**src/hdl/assert_macros.svh**
```systemverilog
// Assertion helpers for the checker unit, which checks its own logic.
`ifndef ASSERT_MACROS_SVH
`define ASSERT_MACROS_SVH

// Same-cycle implication, off while reset is high.
`define ASSERT_IMPLIES(label, clk, rst, ante, cons) \
  label: assert property (@(posedge clk) disable iff (rst) (ante) |-> (cons)) \
    else $error("same-cycle implication failed");

// Next-cycle implication, off while reset is high.
`define ASSERT_NEXT(label, clk, rst, ante, cons) \
  label: assert property (@(posedge clk) disable iff (rst) (ante) |=> (cons)) \
    else $error("next-cycle implication failed");

`endif

```
**src/hdl/luhn_chk_pkg.sv**
```systemverilog
package luhn_chk_pkg;

  localparam int CHAR_W    = 8;
  localparam int DIGIT_W   = 4;
  localparam int COUNT_W   = 5;
  localparam int LEN_W     = 5;
  localparam int STATUS_W  = 2;
  localparam int ISSUER_W  = 3;
  localparam int CFG_IDX_W = 4;

  localparam logic [COUNT_W-1:0] COUNT_MAX = 5'd31;

  // Configuration register indexes
  localparam logic [CFG_IDX_W-1:0] REG_MIN_LENGTH = 4'd0;
  localparam logic [CFG_IDX_W-1:0] REG_MAX_LENGTH = 4'd1;

  localparam logic [LEN_W-1:0] MIN_LENGTH_RST = 5'd13;
  localparam logic [LEN_W-1:0] MAX_LENGTH_RST = 5'd19;

  // Character codes
  localparam logic [CHAR_W-1:0] CHAR_ZERO  = 8'h30;
  localparam logic [CHAR_W-1:0] CHAR_NINE  = 8'h39;
  localparam logic [CHAR_W-1:0] CHAR_SPACE = 8'h20;
  localparam logic [CHAR_W-1:0] CHAR_TAB   = 8'h09;
  localparam logic [CHAR_W-1:0] CHAR_CR    = 8'h0D;

  // Leading digits of the issuer classes
  localparam logic [DIGIT_W-1:0] LEAD_AMEX_JCB = 4'd3;
  localparam logic [DIGIT_W-1:0] LEAD_VISA     = 4'd4;
  localparam logic [DIGIT_W-1:0] LEAD_MC       = 4'd5;
  localparam logic [DIGIT_W-1:0] LEAD_MAESTRO  = 4'd6;
  localparam logic [DIGIT_W-1:0] AMEX_SECOND_A = 4'd4;
  localparam logic [DIGIT_W-1:0] AMEX_SECOND_B = 4'd7;

  typedef enum logic [STATUS_W-1:0] {
    ST_VALID      = 2'd0,
    ST_BAD_CHAR   = 2'd1,
    ST_BAD_LENGTH = 2'd2,
    ST_LUHN_FAIL  = 2'd3
  } status_t;

  typedef enum logic [ISSUER_W-1:0] {
    ISS_AMEX    = 3'd0,
    ISS_JCB     = 3'd1,
    ISS_VISA    = 3'd2,
    ISS_MC      = 3'd3,
    ISS_MAESTRO = 3'd4,
    ISS_OTHER   = 3'd5
  } issuer_t;

  typedef struct packed {
    logic [LEN_W-1:0] min_length;
    logic [LEN_W-1:0] max_length;
  } cfg_t;

  typedef struct packed {
    logic [COUNT_W-1:0] cnt;
    logic [DIGIT_W-1:0] sum_even;
    logic [DIGIT_W-1:0] sum_odd;
    logic               bad;
    logic [DIGIT_W-1:0] lead;
    logic [DIGIT_W-1:0] second;
    logic               parity;
  } acc_state_t;

  typedef struct packed {
    status_t            status;
    issuer_t            issuer;
    logic [COUNT_W-1:0] digit_count;
  } result_t;

  // Double a digit and fold it back to one digit
  function automatic logic [DIGIT_W-1:0] luhn_double(input logic [DIGIT_W-1:0] d);
    logic [DIGIT_W:0] v;
    v = {d, 1'b0};
    return (v > 5'd9) ? DIGIT_W'(v - 5'd9) : v[DIGIT_W-1:0];
  endfunction

  // Add two decimal digits mod 10
  function automatic logic [DIGIT_W-1:0] mod10_add(input logic [DIGIT_W-1:0] a,
                                                   input logic [DIGIT_W-1:0] b);
    logic [DIGIT_W:0] s;
    s = {1'b0, a} + {1'b0, b};
    return (s >= 5'd10) ? DIGIT_W'(s - 5'd10) : s[DIGIT_W-1:0];
  endfunction

endpackage

```
**src/hdl/luhn_chk_if.sv**
```systemverilog
// Character channel
interface luhn_chk_char_if;
  logic                              valid;
  logic                              ready;
  logic [luhn_chk_pkg::CHAR_W-1:0]   char_code;
  logic                              is_last;

  modport source (output valid, char_code, is_last, input ready);
  modport sink   (input valid, char_code, is_last, output ready);
endinterface

// Result channel
interface luhn_chk_res_if;
  logic                              valid;
  logic                              ready;
  logic [luhn_chk_pkg::STATUS_W-1:0] status;
  logic [luhn_chk_pkg::ISSUER_W-1:0] issuer;
  logic [luhn_chk_pkg::COUNT_W-1:0]  digit_count;

  modport source (output valid, status, issuer, digit_count, input ready);
  modport sink   (input valid, status, issuer, digit_count, output ready);
endinterface

// Configuration write channel
interface luhn_chk_cfg_if;
  logic                               valid;
  logic                               ready;
  logic [luhn_chk_pkg::CFG_IDX_W-1:0] index;
  logic [luhn_chk_pkg::LEN_W-1:0]     data;

  modport source (output valid, index, data, input ready);
  modport sink   (input valid, index, data, output ready);
endinterface

```
**src/hdl/card_number_luhn_checker_unit.sv**
```systemverilog
// Card number checker: Luhn mod-10 check, length limits and issuer class.
// chars   : one ASCII character per transaction, is_last marks the end of a
//           number. Space and codes 9 to 13 are skipped.
// results : one transaction per number (status, issuer, digit_count).
// cfg     : register writes, index 0 min_length, index 1 max_length; always
//           ready, other indexes are dropped. Write only while idle.
// Throughput: one character per cycle, except while a last character waits for
// a held result. The running sums and the digit counter update from the input
// register. The last character passes through the input register, then the
// result register, where the result is held until it is taken.
// Stall: a held result does not block characters of the next number; only a
// second last character waits in the input register until the result goes.
// Reset (rst, synchronous): clears the number state, the valid bits of the input
// and result registers, and sets min_length to 13 and max_length to 19.
`include "assert_macros.svh"

module card_number_luhn_checker_unit (
  input  logic            clk,
  input  logic            rst,
  luhn_chk_char_if.sink   chars,
  luhn_chk_res_if.source  results,
  luhn_chk_cfg_if.sink    cfg
);

  luhn_chk_pkg::cfg_t                regs;
  luhn_chk_pkg::acc_state_t          acc_state;
  luhn_chk_pkg::result_t             acc_res;
  luhn_chk_pkg::result_t             out_res;
  logic                              out_valid;
  logic                              s1_valid;
  logic [luhn_chk_pkg::CHAR_W-1:0]   s1_char;
  logic                              s1_last;
  logic                              s1_fire;

  luhn_chk_cfg_regs u_cfg_regs (
    .clk  (clk),
    .rst  (rst),
    .cfg  (cfg),
    .regs (regs)
  );

  // A non-last character always moves on; a last one needs a free result slot
  assign s1_fire     = s1_valid && (!s1_last || !out_valid || results.ready);
  assign chars.ready = !s1_valid || s1_fire;

  // Input register
  always_ff @(posedge clk) begin
    if (rst) begin
      s1_valid <= 1'b0;
    end else if (chars.ready) begin
      s1_valid <= chars.valid;
    end
  end

  always_ff @(posedge clk) begin
    if (chars.valid && chars.ready) begin
      s1_char <= chars.char_code;
      s1_last <= chars.is_last;
    end
  end

  luhn_chk_acc u_acc (
    .clk       (clk),
    .rst       (rst),
    .fire      (s1_fire),
    .char_code (s1_char),
    .is_last   (s1_last),
    .regs      (regs),
    .state     (acc_state),
    .res       (acc_res)
  );

  // Result register: load on a last character, drop when taken
  always_ff @(posedge clk) begin
    if (rst) begin
      out_valid <= 1'b0;
    end else if (s1_fire && s1_last) begin
      out_valid <= 1'b1;
    end else if (results.ready) begin
      out_valid <= 1'b0;
    end
  end

  always_ff @(posedge clk) begin
    if (s1_fire && s1_last) begin
      out_res <= acc_res;
    end
  end

  assign results.valid       = out_valid;
  assign results.status      = out_res.status;
  assign results.issuer      = out_res.issuer;
  assign results.digit_count = out_res.digit_count;

  // Checks on the pipeline control
  `ASSERT_IMPLIES(a_mid_char_never_waits, clk, rst, s1_valid && !s1_last, s1_fire)
  `ASSERT_NEXT(a_last_gives_result, clk, rst, s1_fire && s1_last, results.valid)
  `ASSERT_NEXT(a_state_clear_after_last, clk, rst, s1_fire && s1_last, acc_state == '0)

endmodule

```
**src/hdl/luhn_chk_cfg_regs.sv**
```systemverilog
module luhn_chk_cfg_regs (
  input  logic                 clk,
  input  logic                 rst,
  luhn_chk_cfg_if.sink         cfg,
  output luhn_chk_pkg::cfg_t   regs
);

  // Always take a write transaction
  assign cfg.ready = 1'b1;

  // Decode the index; drop writes past the register list
  always_ff @(posedge clk) begin
    if (rst) begin
      regs.min_length <= luhn_chk_pkg::MIN_LENGTH_RST;
      regs.max_length <= luhn_chk_pkg::MAX_LENGTH_RST;
    end else if (cfg.valid) begin
      unique case (cfg.index)
        luhn_chk_pkg::REG_MIN_LENGTH: regs.min_length <= cfg.data;
        luhn_chk_pkg::REG_MAX_LENGTH: regs.max_length <= cfg.data;
        default: ;
      endcase
    end
  end

endmodule

```
**src/hdl/luhn_chk_acc.sv**
```systemverilog
module luhn_chk_acc (
  input  logic                                clk,
  input  logic                                rst,
  input  logic                                fire,
  input  logic [luhn_chk_pkg::CHAR_W-1:0]     char_code,
  input  logic                                is_last,
  input  luhn_chk_pkg::cfg_t                  regs,
  output luhn_chk_pkg::acc_state_t            state,
  output luhn_chk_pkg::result_t               res
);

  luhn_chk_pkg::acc_state_t          state_next;
  logic                              is_digit;
  logic                              is_space;
  logic [luhn_chk_pkg::DIGIT_W-1:0]  d;
  logic [luhn_chk_pkg::DIGIT_W-1:0]  dd;
  logic [luhn_chk_pkg::DIGIT_W-1:0]  luhn_sum;

  // Classify the character; a digit's value is its low nibble
  assign is_digit = (char_code >= luhn_chk_pkg::CHAR_ZERO) &&
                    (char_code <= luhn_chk_pkg::CHAR_NINE);
  assign is_space = (char_code == luhn_chk_pkg::CHAR_SPACE) ||
                    ((char_code >= luhn_chk_pkg::CHAR_TAB) &&
                     (char_code <= luhn_chk_pkg::CHAR_CR));
  assign d  = char_code[luhn_chk_pkg::DIGIT_W-1:0];
  assign dd = luhn_chk_pkg::luhn_double(d);

  // Fold the character into the running sums and counters
  always_comb begin
    state_next = state;
    if (is_digit) begin
      if (state.cnt == '0) begin
        state_next.lead = d;
      end else if (state.cnt == luhn_chk_pkg::COUNT_W'(1)) begin
        state_next.second = d;
      end
      if (!state.parity) begin
        state_next.sum_even = luhn_chk_pkg::mod10_add(state.sum_even, dd);
        state_next.sum_odd  = luhn_chk_pkg::mod10_add(state.sum_odd, d);
      end else begin
        state_next.sum_even = luhn_chk_pkg::mod10_add(state.sum_even, d);
        state_next.sum_odd  = luhn_chk_pkg::mod10_add(state.sum_odd, dd);
      end
      state_next.parity = ~state.parity;
      if (state.cnt != luhn_chk_pkg::COUNT_MAX) begin
        state_next.cnt = luhn_chk_pkg::COUNT_W'(state.cnt + 1'b1);
      end
    end else if (!is_space) begin
      state_next.bad = 1'b1;
    end
  end

  // Status in priority order, issuer from the leading digits
  assign luhn_sum = state_next.parity ? state_next.sum_odd : state_next.sum_even;

  always_comb begin
    if (state_next.bad) begin
      res.status = luhn_chk_pkg::ST_BAD_CHAR;
    end else if ((state_next.cnt < regs.min_length) ||
                 (state_next.cnt > regs.max_length)) begin
      res.status = luhn_chk_pkg::ST_BAD_LENGTH;
    end else if (luhn_sum != '0) begin
      res.status = luhn_chk_pkg::ST_LUHN_FAIL;
    end else begin
      res.status = luhn_chk_pkg::ST_VALID;
    end

    if (state_next.cnt == '0) begin
      res.issuer = luhn_chk_pkg::ISS_OTHER;
    end else if (state_next.lead == luhn_chk_pkg::LEAD_AMEX_JCB) begin
      if ((state_next.cnt >= luhn_chk_pkg::COUNT_W'(2)) &&
          ((state_next.second == luhn_chk_pkg::AMEX_SECOND_A) ||
           (state_next.second == luhn_chk_pkg::AMEX_SECOND_B))) begin
        res.issuer = luhn_chk_pkg::ISS_AMEX;
      end else begin
        res.issuer = luhn_chk_pkg::ISS_JCB;
      end
    end else if (state_next.lead == luhn_chk_pkg::LEAD_VISA) begin
      res.issuer = luhn_chk_pkg::ISS_VISA;
    end else if (state_next.lead == luhn_chk_pkg::LEAD_MC) begin
      res.issuer = luhn_chk_pkg::ISS_MC;
    end else if (state_next.lead == luhn_chk_pkg::LEAD_MAESTRO) begin
      res.issuer = luhn_chk_pkg::ISS_MAESTRO;
    end else begin
      res.issuer = luhn_chk_pkg::ISS_OTHER;
    end

    res.digit_count = state_next.cnt;
  end

  // Advance the state; clear it after the last character of a number
  always_ff @(posedge clk) begin
    if (rst) begin
      state <= '0;
    end else if (fire) begin
      state <= is_last ? '0 : state_next;
    end
  end

endmodule
```
**src/flat_wrapper.sv**
```systemverilog
// flat-port wrapper written by rule: the top's interface ports become plain ports
module card_number_luhn_checker_unit_flat 
  (clk, rst, chars_valid, chars_char_code, chars_is_last, chars_ready, results_valid, results_status, results_issuer, results_digit_count, results_ready, cfg_valid, cfg_index, cfg_data, cfg_ready);
  luhn_chk_char_if chars_i ();
  luhn_chk_res_if results_i ();
  luhn_chk_cfg_if cfg_i ();
  input  logic clk;
  input  logic rst;
  input wire logic [$bits(chars_i.valid)-1:0] chars_valid;
  input wire logic [$bits(chars_i.char_code)-1:0] chars_char_code;
  input wire logic [$bits(chars_i.is_last)-1:0] chars_is_last;
  output wire logic [$bits(chars_i.ready)-1:0] chars_ready;
  output wire logic [$bits(results_i.valid)-1:0] results_valid;
  output wire logic [$bits(results_i.status)-1:0] results_status;
  output wire logic [$bits(results_i.issuer)-1:0] results_issuer;
  output wire logic [$bits(results_i.digit_count)-1:0] results_digit_count;
  input wire logic [$bits(results_i.ready)-1:0] results_ready;
  input wire logic [$bits(cfg_i.valid)-1:0] cfg_valid;
  input wire logic [$bits(cfg_i.index)-1:0] cfg_index;
  input wire logic [$bits(cfg_i.data)-1:0] cfg_data;
  output wire logic [$bits(cfg_i.ready)-1:0] cfg_ready;
  assign chars_i.valid = chars_valid;
  assign chars_i.char_code = chars_char_code;
  assign chars_i.is_last = chars_is_last;
  assign chars_ready = chars_i.ready;
  assign results_valid = results_i.valid;
  assign results_status = results_i.status;
  assign results_issuer = results_i.issuer;
  assign results_digit_count = results_i.digit_count;
  assign results_i.ready = results_ready;
  assign cfg_i.valid = cfg_valid;
  assign cfg_i.index = cfg_index;
  assign cfg_i.data = cfg_data;
  assign cfg_ready = cfg_i.ready;
  card_number_luhn_checker_unit u_core (.clk(clk), .rst(rst), .chars(chars_i), .results(results_i), .cfg(cfg_i));
endmodule
```
**config.mk**
```make
export PLATFORM = sky130hd
export DESIGN_NAME = card_number_luhn_checker_unit_flat
export DESIGN_NICKNAME = d
export VERILOG_FILES = /design/src/hdl/luhn_chk_pkg.sv /design/src/hdl/luhn_chk_if.sv /design/src/hdl/card_number_luhn_checker_unit.sv /design/src/hdl/luhn_chk_cfg_regs.sv /design/src/hdl/luhn_chk_acc.sv /design/src/flat_wrapper.sv
export VERILOG_INCLUDE_DIRS = /design/src /design/src/hdl
export SDC_FILE = /design/constraint.sdc
export NUM_CORES = 1
export LEC_CHECK = 0
export BUFFER_PORTS_ARGS = -buffer_cell sky130_fd_sc_hd__buf_4
export CAP_MARGIN = 20
export CORE_ASPECT_RATIO = 1.2
export CORE_UTILIZATION = 30
export DETAILED_ROUTE_END_ITERATION = 6
export PLACE_DENSITY_LB_ADDON = 0.25
export SYNTH_ARGS = -nofsm -noshare
export SYNTH_HDL_FRONTEND = slang
export SYNTH_SLANG_ARGS = --single-unit
```
**constraint.sdc**
```tcl
create_clock -name clk -period 11.4 [get_ports clk]
set_input_delay 2.85 -clock clk [delete_from_list [all_inputs] [get_ports clk]]
set_output_delay 2.85 -clock clk [all_outputs]
set_load 0.01 [all_outputs]
```
-- After elaboration in Yosys (flattened, before gate mapping)
Index checks and enable logic that the tools add are counted.
- bits of input ports: 23
- flip-flop bits (word level): 54
- word-level logic and storage cells: 96
- eq/ne operators: 10
- add/subtract/negate cells: 10
- bitwise gates (word level): 1
- magnitude comparators: 12
- multiplexer cells: 25
- reduce and logical (&&, ||, !) cells: 22
- operators with widths (operator ; number):
    4-bit two-way mux ; 9
    23-bit two-way mux ; 1
    4-bit by 4-bit adder with 5-bit output ; 4
    4-bit by 3-bit equality test with 1-bit output, second input constant ; 5
    5-bit by 4-bit greater-or-equal comparator with 1-bit output, second input constant ; 4
    4-bit subtractor, second input constant ; 5
    13-bit two-way mux ; 1
    5-bit zero test ; 2
    3-bit two-way mux ; 3
    9-bit two-way mux ; 1
    8-bit by 6-bit equality test with 1-bit output, second input constant ; 1
    8-bit by 4-bit greater-or-equal comparator with 1-bit output, second input constant ; 1
    8-bit by 6-bit greater-or-equal comparator with 1-bit output, second input constant ; 1
    8-bit by 4-bit <= comparator with 1-bit output, second input constant ; 1
    8-bit by 6-bit <= comparator with 1-bit output, second input constant ; 1
    8-bit two-way mux ; 1
    1-bit logical AND ; 6
    1-bit logical OR ; 6
    1-bit two-way mux ; 6
    5-bit by 1-bit adder with 5-bit output, second input constant ; 1
    5-bit by 1-bit equality test with 1-bit output, second input constant ; 1
    5-bit by 2-bit greater-or-equal comparator with 1-bit output, second input constant ; 1
    5-bit by 4-bit > comparator with 1-bit output, second input constant ; 1
    5-bit > comparator ; 1
    12 further kinds ; 16

-- Logic depth before layout (Yosys ltp)
- word-level depth: 11
- depth in mapped cells: 18

-- By module
A second synthesis with hierarchy kept.
- cells, all modules: 412
- area total of the unflattened synthesis: 3774.9 um^2
- by module, submodules not included (module ; area each (um^2) ; cells each ; times used):
    luhn_chk_acc ; 2633.8 ; 333 ; 1
    card_number_luhn_checker_unit ; 674.4 ; 31 ; 1
    luhn_chk_cfg_regs ; 466.7 ; 48 ; 1

-- Worst setup path after synthesis
OpenSTA, ideal clock, no wires.
- path kind: input port to output port
- start: in results_ready
- end: out chars_ready
- stages: 2
- slack: 5.348 ns
- arrival time: 3.202 ns
- data required time: 8.550 ns
- path through: nor2b_1 > nand3_1
- cells in the longest elaborated chain, start to end: 3
- RTL lines (what ; RTL line ; text):
    from (decl) ; flat_wrapper.sv:17 ; input wire logic [$bits(results_i.ready)-1:0] results_ready;
    1-bit logical OR ; card_number_luhn_checker_unit.sv:43 ; assign s1_fire = s1_valid && (!s1_last || !out_valid || results.ready);
    1-bit logical AND ; card_number_luhn_checker_unit.sv:43 ;
    1-bit logical OR ; card_number_luhn_checker_unit.sv:44 ; assign chars.ready = !s1_valid || s1_fire;
    to (decl) ; flat_wrapper.sv:12 ; output wire logic [$bits(chars_i.ready)-1:0] chars_ready;
Every way passes these cells.

-- Final worst setup path
Ends and elaborated chain as after synthesis.

==> results.yml <==
floorplan:
  fp.coreArea_um2: 12200
  start_util: 0.309
  dieArea_um2: 13000
  die_x_um: 104
  num_io_pins: 36
  placementRows: 44
  fp.dieH_um: 125
sta:
  setup_viol: 0
  max_slew_margin: 0.442
  rsz0062_at_grt: "false"
  min_period_ns: 6.32
  period_share: 0.555
  setup_tns_ns: 0
  tightest_slew_ns: 0.830
  slew_viol_final: 0
  skew_ns: 0.00617
  max_freq_mhz: 158
  hold_violations: 0
job:
  max_cap_viol_count: 0
routing:
  postRouteAntennaNets: 0
  routedWlPerCell_um: 15.1
  dr_total_vias: 3108
  wl_met1_mm: 3.89
  wl_met2_mm: 4.78
  drt_iter0_drc: 112
  routed_via_density: 5.12
  wl_met3_um: 247
  top_layer_used: "met4"
  first_pass_iters: 4
  drc: 0
  wirelength_mm: 9.18
critical_path:
  startpoint_type: "primary input"
  worstSetupEndpointType: "primary output"
  crit_type: "primary input to primary output"
  required_ns: 8.55
  crit_arrival_ns: 3.47
  cp_max_fo: 4
place:
  dp_cells: 598
  dpl.hpwl_mm: 7.04
  routabilityCongestion: 0.840
  numPortBuffers: 34
logic_synthesis:
  async_flop_share: 0
  synth.net_count: 477
  ys_warn_count: 0
  synth_top_cell_area_share: 0.186
  syn_area_um2: 3760
  synth.distinct_cells: 70
  yosysTopAreaCell: "dfxtp_1"
  netlist_instances: 415
  synth_edf_count: 19
  synth.area.top_cells: "dfxtp_1, edfxtp_1, ha_1, nor2_1, mux2i_1"
  synth_flop_cell: "dfxtp_1"
  synth-seq-area-share: 0.338
  avgSynthCellArea_um2: 9.05
  ys_ff_latch: 54
cts:
  numCtsBuffers: 5
  cts-resized-gates: 0
  cts_htree_levels: 2
  cts_tree: "done"
  cts_root_buffer: "clkbuf_16"
  hold_buffers: 0
  path_clk_slew_ns: 0.06
  clock_latency_ns: 0.30
  clock_tree.buffer_depth: 2
  cts_setup_buffers: 0
  cts_sinks: 54
global_route:
  grt_max_degree: 32
  antenna_found_initial: 0
  grt_pass1_wl_mm: 15.6
  grt.total_usage: 0.150
  grt_pass1_vias: 3260
  overflow: 0
pwr:
  peakVddDrop_v: 0.0000625
  p_leak_nw: 1.81
  powerDensity_nw_per_um2: 97.7
run_status:
  status: "completed"
finish:
  ff_latch_area_um2: 1270
  final.fill_count: 1260
  multi_input_area_um2: 2300
  layout.nets: 507
  diodes: 0
  stdcell_count: 607
  syn_to_final_growth_pct: 14.9
  drive_gt1_frac: 0.132
min_path:
  min_path_type: "register to register"
[synth_stat cells, types with 4 or more instances]
master    number
nor2_1        50
dfxtp_1       35
ha_1          35
inv_1         31
nand2_1       27
a21oi_1       24
edfxtp_1      19
mux2i_1       18
a22oi_1       15
o21ai_0       14
nor2b_1       13
nor3_1        13
clkbuf_1      10
xor2_1         8
a21o_1         6
a31oi_1        5
and3_1         5
o21ai_1        5
fa_1           4
nand2b_1       4
nand4_1        4
xnor2_1        4
[power breakdown]
part	switching, W	internal [W]
sequential	0.00000507	0.000203
combinational	0.0000328	0.0000252
clock	0.0000680	0.0000878
total	0.000106	0.000316
[registers in the layout (all words and copies together), names as in the netlist]
name	count
u_core.s1_valid	1
u_core.results.digit_count	5
u_core.u_cfg_regs.regs	10
u_core.results.status	2
u_core.s1_char	8
u_core.results.valid	1
u_core.s1_last	1
u_core.results.issuer	3
u_core.u_acc.state	23
[area by class of cell]
cell class	instances	share of cell area
inverters	33	0.0287
multi-input cells	315	0.534
flip-flops and latches	54	0.294
repair buffers	36	0.0626
clock buffers	8	0.0339
well taps	161	0.0467
[stage by stage]
step / total power [W] / worst slack [ns] / area [um^2] / hold slack, ns / util
finish: 0.000422 / 5.08 / 4320 / 0.476 / 0.355
CTS: 0.000427 / 5.08 / 4310 / 0.477 / 0.354
floorplan: 0.000251 / 5.35 / 3760 / 0.435 / -
global route: 0.000440 / 5.03 / 4320 / 0.503 / 0.355
detailed placement: 0.000270 / 5.08 / 4160 / 0.458 / 0.342
global placement: 0.000268 / 5.10 / 4160 / 0.453 / 0.342
[path summary, 6_finish.rpt]
path,startpoint,to,slack (ns),depth (start not counted)
worst max-delay path,results_ready,chars_ready,5.08,4
worst min-delay path,u_core.u_cfg_regs.regs[4]$_SDFFE_PP1P_,u_core.u_cfg_regs.regs[4]$_SDFFE_PP1P_,0.48,1
worst max register to register,u_core.s1_char[1]$_DFFE_PP_,u_core.results.status[0]$_SDFFCE_PN1P_,6.88,16
worst min register to register,u_core.u_cfg_regs.regs[4]$_SDFFE_PP1P_,u_core.u_cfg_regs.regs[4]$_SDFFE_PP1P_,0.48,1
[layout by cell type, fill, tap and decap left out, types with 4 or more instances in the layout]
master      n
nand2_1    27
a21oi_1    24
buf_4      36
mux2i_1    18
dfxtp_1    35
ha_1       35
a22oi_1    15
a31oi_1     5
nand2b_1    4
nor2_1     50
a21o_1      6
xor2_1      8
clkbuf_16   5
nand4_1     4
o21ai_0    14
fa_1        4
o21ai_1     5
and3_1      5
edfxtp_1   19
inv_1      31
xnor2_1     4
nor2b_1    13
nor3_1     13
[cell families after synthesis]
logic type	after synthesis	share of synthesized area
fa+ha+maj	39	0.138
compound gates	109	0.214
xor+xnor	14	0.0366
flops	54	0.338
other cells	1	0.000998
mux	20	0.0539
buf+inv	46	0.0483
simple gates	132	0.170
[critical path, cell delays in order]
cell and delay [ns]:
buf_4 0.11, nor2b_1 0.22, nand3_1 0.13, buf_4 0.17
[routing by layer]
| metal | global-route usage | vias to the layer above |
|---|---|---|
| li1 | - | 1556 |
| met1 | 0.163 | 1486 |
| met2 | 0.280 | 53 |
| met3 | 0.0225 | 13 |
| met4 | 0.0765 | 0 |
| met5 | 0 | - |
(Power assumes the default switching activity.)
